File: src/jgmd_pkg.sv
// jgmd_pkg: shared types and constants for the joystick gear motor drive
// no dependencies; imported by the lane, gear and top-level modules
`default_nettype none

package jgmd_pkg;

  localparam int unsigned BTN_W    = 8;
  localparam int unsigned STICK_W  = 8;
  localparam int unsigned GEAR_W   = 3;
  localparam int unsigned DUTY_W   = 8;
  localparam int unsigned UP_BIT   = 0;
  localparam int unsigned DOWN_BIT = 2;

  localparam logic [STICK_W-1:0] STICK_CENTER = 8'd127;

  // one quotient bit per step
  localparam int unsigned DIV_STEPS = DUTY_W;
  localparam int unsigned STEP_W    = $clog2(DIV_STEPS);

  typedef struct packed {
    logic load;
    logic step;
  } lane_ctrl_t;

  typedef struct packed {
    logic              reverse;
    logic [DUTY_W-1:0] duty;
  } lane_res_t;

endpackage

`default_nettype wire

File: src/jgmd_if.sv
// jgmd_in_if / jgmd_out_if: valid/ready channels for poll beats and drive results
// depends on jgmd_pkg for field widths
`default_nettype none

interface jgmd_in_if;
  import jgmd_pkg::*;
  logic               valid;
  logic               ready;
  logic [BTN_W-1:0]   button_byte;
  logic [STICK_W-1:0] right_stick;
  logic [STICK_W-1:0] left_stick;

  modport source (output valid, button_byte, right_stick, left_stick, input ready);
  modport sink   (input valid, button_byte, right_stick, left_stick, output ready);
endinterface

interface jgmd_out_if;
  import jgmd_pkg::*;
  logic              valid;
  logic              ready;
  logic [GEAR_W-1:0] gear_now;
  logic              right_reverse;
  logic [DUTY_W-1:0] right_duty;
  logic              left_reverse;
  logic [DUTY_W-1:0] left_duty;

  modport source (output valid, gear_now, right_reverse, right_duty, left_reverse,
                  left_duty, input ready);
  modport sink   (input valid, gear_now, right_reverse, right_duty, left_reverse,
                  left_duty, output ready);
endinterface

`default_nettype wire

File: src/jgmd_lane.sv
// jgmd_lane: one stick lane, direction split and restoring divide by the gear
// depends on jgmd_pkg
`default_nettype none

module jgmd_lane
  import jgmd_pkg::*;
(
  input  wire logic               clk_i,
  input  wire lane_ctrl_t         ctrl_i,
  input  wire logic [STICK_W-1:0] stick_i,
  input  wire logic [GEAR_W-1:0]  divisor_i,
  output      lane_res_t          res_o
);

  logic              rev_q, rev_d;
  logic [DUTY_W-1:0] quo_q, quo_d;
  logic [GEAR_W-1:0] rem_q, rem_d;
  logic [GEAR_W-1:0] div_q, div_d;
  logic [GEAR_W:0]   trial;
  logic [GEAR_W:0]   diff;

  assign trial = {rem_q, quo_q[DUTY_W-1]};
  assign diff  = trial - {1'b0, div_q};

  always_comb begin
    rev_d = rev_q;
    quo_d = quo_q;
    rem_d = rem_q;
    div_d = div_q;
    if (ctrl_i.load) begin
      div_d = divisor_i;
      rem_d = '0;
      if (stick_i >= STICK_CENTER) begin
        rev_d = 1'b0;
        quo_d = DUTY_W'(stick_i - STICK_CENTER);
      end else begin
        rev_d = 1'b1;
        quo_d = DUTY_W'(STICK_CENTER - stick_i);
      end
    end else if (ctrl_i.step) begin
      if (trial >= {1'b0, div_q}) begin
        rem_d = diff[GEAR_W-1:0];
        quo_d = {quo_q[DUTY_W-2:0], 1'b1};
      end else begin
        rem_d = trial[GEAR_W-1:0];
        quo_d = {quo_q[DUTY_W-2:0], 1'b0};
      end
    end
  end

  always_ff @(posedge clk_i) begin
    rev_q <= rev_d;
    quo_q <= quo_d;
    rem_q <= rem_d;
    div_q <= div_d;
  end

  assign res_o.reverse = rev_q;
  assign res_o.duty    = quo_q;

endmodule

`default_nettype wire

File: src/jgmd_gear.sv
// jgmd_gear: gear selector driven by release edges of the up and down buttons
// depends on jgmd_pkg
`default_nettype none

module jgmd_gear
  import jgmd_pkg::*;
#(
  parameter int unsigned MAX_GEAR = 5
) (
  input  wire logic              clk_i,
  input  wire logic              rst_ni,
  input  wire logic              accept_i,
  input  wire logic [BTN_W-1:0]  button_i,
  output      logic [GEAR_W-1:0] gear_o,
  output      logic [GEAR_W-1:0] divisor_o
);

  localparam logic [GEAR_W-1:0] GearMax = GEAR_W'(MAX_GEAR);
  localparam logic [GEAR_W-1:0] GearMin = GEAR_W'(1);

  logic [GEAR_W-1:0] gear_q, gear_d, gear_up;
  logic              up_q, down_q;
  logic              up_now, down_now;

  assign up_now   = button_i[UP_BIT];
  assign down_now = button_i[DOWN_BIT];

  always_comb begin
    gear_up = gear_q;
    if (!up_now && up_q) begin
      gear_up = (gear_q < GearMax) ? gear_q + GEAR_W'(1) : GearMax;
    end
    gear_d = gear_up;
    if (!down_now && down_q) begin
      gear_d = (gear_up > GearMin) ? gear_up - GEAR_W'(1) : GearMin;
    end
  end

  always_ff @(posedge clk_i or negedge rst_ni) begin
    if (!rst_ni) begin
      gear_q <= GearMin;
      up_q   <= 1'b0;
      down_q <= 1'b0;
    end else if (accept_i) begin
      gear_q <= gear_d;
      up_q   <= up_now;
      down_q <= down_now;
    end
  end

  assign gear_o = gear_q;

  // gear never leaves range; clamp keeps the divider clear of zero anyway
  always_comb begin
    divisor_o = gear_d;
    if (gear_d < GearMin) divisor_o = GearMin;
    if (gear_d > GearMax) divisor_o = GearMax;
  end

endmodule

`default_nettype wire

File: src/joystick_gear_motor_drive_core.sv
// joystick_gear_motor_drive_core: top level, gear selector, two divider lanes, merge
// depends on jgmd_pkg, jgmd_if, jgmd_gear and jgmd_lane
`default_nettype none

// Takes one gamepad poll beat (button byte plus right and left stick bytes) and
// returns one drive beat: the current gear and, for each stick, a direction bit and
// a duty equal to the stick magnitude around center 127 divided by the gear.
// A release (1 then 0) of button bit 0 shifts up, then a release of bit 2 shifts
// down, both saturating in 1..MAX_GEAR; the gear reported is the one after the
// shift. Both sticks are divided side by side in two restoring-divider lanes that
// produce one quotient bit per cycle, so a beat goes through an accept, the divide
// steps (one per quotient bit) and a merge into the output register; the input is
// ready again the cycle after the merge. One beat is processed at a time. The
// result sits in an output register; while it waits to be taken the next poll can
// be accepted and divided, and only the merge waits for the output to free up.
module joystick_gear_motor_drive_core
  import jgmd_pkg::*;
#(
  parameter int unsigned MAX_GEAR = 5
) (
  input  wire logic  clk_i,
  input  wire logic  rst_ni,
  jgmd_in_if.sink    in_i,
  jgmd_out_if.source out_o
);

  typedef enum logic [2:0] {
    ST_IDLE  = 3'b001,
    ST_DIV   = 3'b010,
    ST_MERGE = 3'b100
  } state_e;

  state_e            state_q, state_d;
  logic [STEP_W-1:0] step_q, step_d;
  logic              in_fire;
  logic              merge_fire;
  lane_ctrl_t        lane_ctrl;
  lane_res_t         right_res, left_res;
  logic [GEAR_W-1:0] gear_cur, divisor;

  // output register
  logic              out_valid_q, out_valid_d;
  logic [GEAR_W-1:0] gear_out_q;
  lane_res_t         right_out_q, left_out_q;

  assign in_i.ready = (state_q == ST_IDLE);
  assign in_fire    = in_i.valid && in_i.ready;

  // merge only when the output register is empty or being emptied this cycle
  assign merge_fire = (state_q == ST_MERGE) && (!out_valid_q || out_o.ready);

  assign lane_ctrl.load = in_fire;
  assign lane_ctrl.step = (state_q == ST_DIV);

  always_comb begin
    state_d = state_q;
    step_d  = step_q;
    unique case (state_q)
      ST_IDLE: begin
        if (in_fire) begin
          state_d = ST_DIV;
          step_d  = '0;
        end
      end
      ST_DIV: begin
        step_d = step_q + STEP_W'(1);
        if (step_q == STEP_W'(DIV_STEPS - 1)) state_d = ST_MERGE;
      end
      ST_MERGE: begin
        if (merge_fire) state_d = ST_IDLE;
      end
      default: state_d = ST_IDLE;
    endcase
  end

  always_ff @(posedge clk_i or negedge rst_ni) begin
    if (!rst_ni) begin
      state_q <= ST_IDLE;
      step_q  <= '0;
    end else begin
      state_q <= state_d;
      step_q  <= step_d;
    end
  end

  jgmd_gear #(
    .MAX_GEAR (MAX_GEAR)
  ) u_gear (
    .clk_i     (clk_i),
    .rst_ni    (rst_ni),
    .accept_i  (in_fire),
    .button_i  (in_i.button_byte),
    .gear_o    (gear_cur),
    .divisor_o (divisor)
  );

  jgmd_lane u_lane_right (
    .clk_i     (clk_i),
    .ctrl_i    (lane_ctrl),
    .stick_i   (in_i.right_stick),
    .divisor_i (divisor),
    .res_o     (right_res)
  );

  jgmd_lane u_lane_left (
    .clk_i     (clk_i),
    .ctrl_i    (lane_ctrl),
    .stick_i   (in_i.left_stick),
    .divisor_i (divisor),
    .res_o     (left_res)
  );

  // merge stage: gear and both lane results into one output beat
  always_comb begin
    out_valid_d = out_valid_q;
    if (out_valid_q && out_o.ready) out_valid_d = 1'b0;
    if (merge_fire) out_valid_d = 1'b1;
  end

  always_ff @(posedge clk_i or negedge rst_ni) begin
    if (!rst_ni) begin
      out_valid_q <= 1'b0;
    end else begin
      out_valid_q <= out_valid_d;
    end
  end

  always_ff @(posedge clk_i) begin
    if (merge_fire) begin
      gear_out_q  <= gear_cur;
      right_out_q <= right_res;
      left_out_q  <= left_res;
    end
  end

  assign out_o.valid         = out_valid_q;
  assign out_o.gear_now      = gear_out_q;
  assign out_o.right_reverse = right_out_q.reverse;
  assign out_o.right_duty    = right_out_q.duty;
  assign out_o.left_reverse  = left_out_q.reverse;
  assign out_o.left_duty     = left_out_q.duty;

endmodule

`default_nettype wire

File: src/flat_wrapper.sv
// flat-port wrapper written by rule: the top's interface ports become plain ports
module joystick_gear_motor_drive_core_flat import jgmd_pkg::*;
#(
  parameter int unsigned MAX_GEAR = 5
)
  (clk_i, rst_ni, in_i_valid, in_i_button_byte, in_i_right_stick, in_i_left_stick, in_i_ready, out_o_valid, out_o_gear_now, out_o_right_reverse, out_o_right_duty, out_o_left_reverse, out_o_left_duty, out_o_ready);
  jgmd_in_if in_i_i ();
  jgmd_out_if out_o_i ();
  input  wire logic clk_i;
  input  wire logic rst_ni;
  input wire logic [$bits(in_i_i.valid)-1:0] in_i_valid;
  input wire logic [$bits(in_i_i.button_byte)-1:0] in_i_button_byte;
  input wire logic [$bits(in_i_i.right_stick)-1:0] in_i_right_stick;
  input wire logic [$bits(in_i_i.left_stick)-1:0] in_i_left_stick;
  output wire logic [$bits(in_i_i.ready)-1:0] in_i_ready;
  output wire logic [$bits(out_o_i.valid)-1:0] out_o_valid;
  output wire logic [$bits(out_o_i.gear_now)-1:0] out_o_gear_now;
  output wire logic [$bits(out_o_i.right_reverse)-1:0] out_o_right_reverse;
  output wire logic [$bits(out_o_i.right_duty)-1:0] out_o_right_duty;
  output wire logic [$bits(out_o_i.left_reverse)-1:0] out_o_left_reverse;
  output wire logic [$bits(out_o_i.left_duty)-1:0] out_o_left_duty;
  input wire logic [$bits(out_o_i.ready)-1:0] out_o_ready;
  assign in_i_i.valid = in_i_valid;
  assign in_i_i.button_byte = in_i_button_byte;
  assign in_i_i.right_stick = in_i_right_stick;
  assign in_i_i.left_stick = in_i_left_stick;
  assign in_i_ready = in_i_i.ready;
  assign out_o_valid = out_o_i.valid;
  assign out_o_gear_now = out_o_i.gear_now;
  assign out_o_right_reverse = out_o_i.right_reverse;
  assign out_o_right_duty = out_o_i.right_duty;
  assign out_o_left_reverse = out_o_i.left_reverse;
  assign out_o_left_duty = out_o_i.left_duty;
  assign out_o_i.ready = out_o_ready;
  joystick_gear_motor_drive_core #(.MAX_GEAR(MAX_GEAR)) u_core (.clk_i(clk_i), .rst_ni(rst_ni), .in_i(in_i_i), .out_o(out_o_i));
endmodule
File: config.mk
export PLATFORM = sky130hd
export DESIGN_NAME = joystick_gear_motor_drive_core_flat
export DESIGN_NICKNAME = d
export VERILOG_FILES = /design/src/jgmd_pkg.sv /design/src/jgmd_if.sv /design/src/jgmd_lane.sv /design/src/jgmd_gear.sv /design/src/joystick_gear_motor_drive_core.sv /design/src/flat_wrapper.sv
export SDC_FILE = /design/constraint.sdc
export NUM_CORES = 1
export LEC_CHECK = 0
export BUFFER_PORTS_ARGS = -buffer_cell sky130_fd_sc_hd__buf_2
export CAP_MARGIN = 20
export CORE_MARGIN = 2
export CORE_UTILIZATION = 43
export DETAILED_ROUTE_END_ITERATION = 8
export GPL_TIMING_DRIVEN = 0
export PLACE_DENSITY_LB_ADDON = 0.1
export SYNTH_ARGS = -nofsm -noshare
export SYNTH_HDL_FRONTEND = slang
export SYNTH_SLANG_ARGS = --single-unit
File: constraint.sdc
create_clock -name clk_i -period 2.2 [get_ports clk_i]
set_input_delay 0.44 -clock clk_i [delete_from_list [all_inputs] [get_ports clk_i]]
set_output_delay 0.44 -clock clk_i [all_outputs]
set_load 0.01 [all_outputs]
==> flow_summary.json <==
{
  "drt-total-wl_um": 5530,
  "cts_sinks": 60,
  "area.growth.synth_to_final_pct": 21.1,
  "clock-root-buffer": "clkbuf_8",
  "vias_per_cell": 5.14,
  "end_kind": "flop",
  "dr_total_vias": 1994,
  "synth_mux_area_frac": 0.0346,
  "critPathSlowestCell": "dfstp_2",
  "portBuffers": 44,
  "tightest_slew_ps": 639,
  "route.met3.wl_um": 179,
  "final_hold_viol_count": 0,
  "syn_area_um2": 2930,
  "antenna_found_initial": 0,
  "cts_buffers": 9,
  "synthXorXnorAreaFrac": 0.0419,
  "gp_congestion": 0.784,
  "clock_skew_ps": 9.55,
  "fin_nets": 345,
  "drt-pass1-iter-count": 6,
  "yosysWarnings": 0,
  "drive_above_1_share": 0.282,
  "crit_required_ps": 2280,
  "drtIter0Drc": 48,
  "antenna_left": 0,
  "synth_adder_area_share": 0.0650,
  "worstPathCellList": "ha_4 > and3b_1 > a2bb2oi_2 > ha_2 > and4bb_2 > o2bb2ai_1 > a211o_1 > and2_4 > o21bai_2",
  "layout_setup_ws_ps": -89.1,
  "violations": "negative setup slack",
  "critPathLaunchType": "flop",
  "h-tree-depth": 3,
  "drv_cap": 0,
  "criticalPathCategory": "flop to flop",
  "hp-class": "input port to flop",
  "outcome": "complete, but fails checks",
  "synth_flop_cell": "edfxtp_1",
  "path_clk_slew_ps": 60,
  "synth_edf_count": 42,
  "max_stage_delay_ps": 580,
  "power.total_uw": 4380,
  "worst_skew_pair.late_latency_ps": 340,
  "die_area_um2": 7480,
  "io_pins": 51,
  "yosysUniqueCellTypes": 47,
  "grtUsageTotal": 0.160,
  "drt-wirelength-per-cell_um": 14.3,
  "core_um2": 6680,
  "fmax_ghz": 0.437,
  "die_h_um": 86.5,
  "wl_met2_um": 2470,
  "syn-num-nets": 283,
  "max_slew_margin": 0.572,
  "ir_drop_mv": 0.575,
  "synthTopCellsByArea": "edfxtp_1, dfrtp_1, ha_1",
  "period_minus_slack_ps": 2290,
  "wl_met1_um": 2760,
  "cts_buffer_depth": 2,
  "instances_no_fill": 388,
  "synth_top_area_share": 0.431,
  "die_w_um": 86.5,
  "grt_pass1_wl_um": 8960,
  "powerDensity_nw_per_um2": 1240,
  "power.leakage_uw": 0.00148,
  "dp.cells": 366,
  "drc": 0,
  "start_util": 0.438,
  "rsz0062_at_grt": "true",
  "synth_area_per_cell_um2": 12.1,
  "cp.arrival_ps": 2370,
  "synthCells": 241,
  "setup_viol": 1,
  "synth-compound-area-share": 0.104,
  "rows": 30,
  "synthSimpleGateAreaFrac": 0.156,
  "fin_crit_sh": 1.04,
  "synth_top_family_by_area": "simple AND/OR/NAND/NOR gates",
  "grt_max_degree": 18,
  "cp_max_fo": 4,
  "synth_seq_cells": 60,
  "pre_cts_ws_ps": -182,
  "synthArstFlopShare": 0.200,
  "fillers": 636,
  "worst_hold_slack_ps": 352,
  "grt_overflow": 0,
  "top_layer": "met4",
  "cts_tree": "yes",
  "grt_pass1_vias": 1875,
  "dpl.hpwl_um": 3850,
  "drv_slew": 0,
  "yosys.area.top_type": "edfxtp_1",
  "yosysSeqAreaShare": 0.576,
  "n_antenna_cell": 0
}
## cells in the mapped netlist, drive strengths merged, types with 2 or more instances
cell / n
xnor2: 8
nand2b: 4
dfstp: 2
nor3b: 3
clkbuf: 3
nand3: 5
xor2: 6
fa: 2
mux2i: 9
dfrtp: 10
edfxtp: 42
a41oi: 2
nor2: 11
dfxtp: 6
or3b: 2
nand2: 35
nor2b: 6
a211o: 3
nand3b: 4
nand4bb: 3
ha: 12
o31ai: 2
a31oi: 2
buf: 2
inv: 12
a21oi: 5
a22o: 6
o21ai: 18
and3: 4
## layer usage
metal	GRT usage	vias up
met1	0.221	949
met2	0.227	41
met4	0.0810	0
li1	-	993
met3	0.0486	11
met5	0	-
## metrics by stage
stage | TNS [ps] | cell area, um^2 | util
floorplan | -18.0 | 2930 | -
global placement | -7300 | 3250 | 0.486
detailed placement | -1110 | 3260 | 0.488
CTS | -89.0 | 3540 | 0.530
global route | -237 | 3540 | 0.530
finish | -89.1 | 3540 | 0.530
## cell type report
type                       instances  area (um^2)  share of cell area
sequential                        60         1690               0.476
tap                               80          100              0.0282
inverter                          12         50.0              0.0141
buffer                             5         21.3             0.00600
clock buffer                      11          131              0.0371
timing repair buffer              51          283              0.0798
clock inverter                     5         76.3              0.0215
multi-input combinational        164         1200               0.338
## worst paths after layout
kind,endpoint,cells past startpoint,slack (ps),from
setup / recovery,u_core.u_lane_right.div_q[0],9,-90,u_core.u_gear.gear_o[0]
hold / removal,u_core.u_gear.down_q,3,350,in_i_button_byte[2]
setup reg to reg,u_core.u_lane_right.div_q[0],9,-90,u_core.u_gear.gear_o[0]
hold reg to reg,u_core.out_o.right_reverse,0,440,u_core.u_lane_right.rev_q
max in group asynchronous,u_core.state_q[0],2,1400,rst_ni
min in group asynchronous,u_core.state_q[2],2,520,rst_ni
## where the power goes
part,internal [uW],total [uW],switching [uW]
registers,1660,1860,197
logic,661,1470,807
clock network,633,1060,426
total,2950,4380,1430
## sequential cells by signal, summed over array words and instances, names as in the netlist, 8 cells and up
| signal | flops |
|---|---|
| u_core.out_o.right_duty | 8 |
| u_core.u_lane_left.quo_q | 8 |
| u_core.u_lane_right.quo_q | 8 |
| u_core.out_o.left_duty | 8 |
## what timing repair did
| action | CTS | global route |
|---|---|---|
| pin swaps | 4 | 3 |
| hold buffers | 1 | 0 |
| gates resized for setup | 4 | 3 |
| endpoints found under the setup margin | 18 | 19 |
| setup buffers | 5 | 0 |
| endpoints found under the hold margin | 10 | 0 |
## cells in the final DEF, fill, tap and decap left out, types with 5 or more instances in the layout
cell,instances
buf_2,46
edfxtp_1,42
nand2_1,35
o21ai_0,13
inv_1,10
ha_1,10
mux2i_1,9
clkbuf_8,9
dfrtp_1,9
xnor2_1,8
nor2_1,8
nor2b_1,6
xor2_1,6
a22o_1,6
dfxtp_1,6
clkbuf_1,5
nand3_1,5
a21oi_1,5
buf_4,5
## critical path, delay by kind of cell, from the launching register on
kind            cells  cell delay, ps
flops               1             580
simple gates        3             560
compound gates      4             490
fa+ha+maj           2             420
## logic make-up (layout without fill, tap and decap cells)
logic type,Yosys count,in the layout
xor+xnor,14,14
mux,10,10
flops,60,60
simple gates,83,83
fa+ha+maj,14,14
buf+inv,17,84
compound gates,43,43
Power figures use the tool's default switching activity.
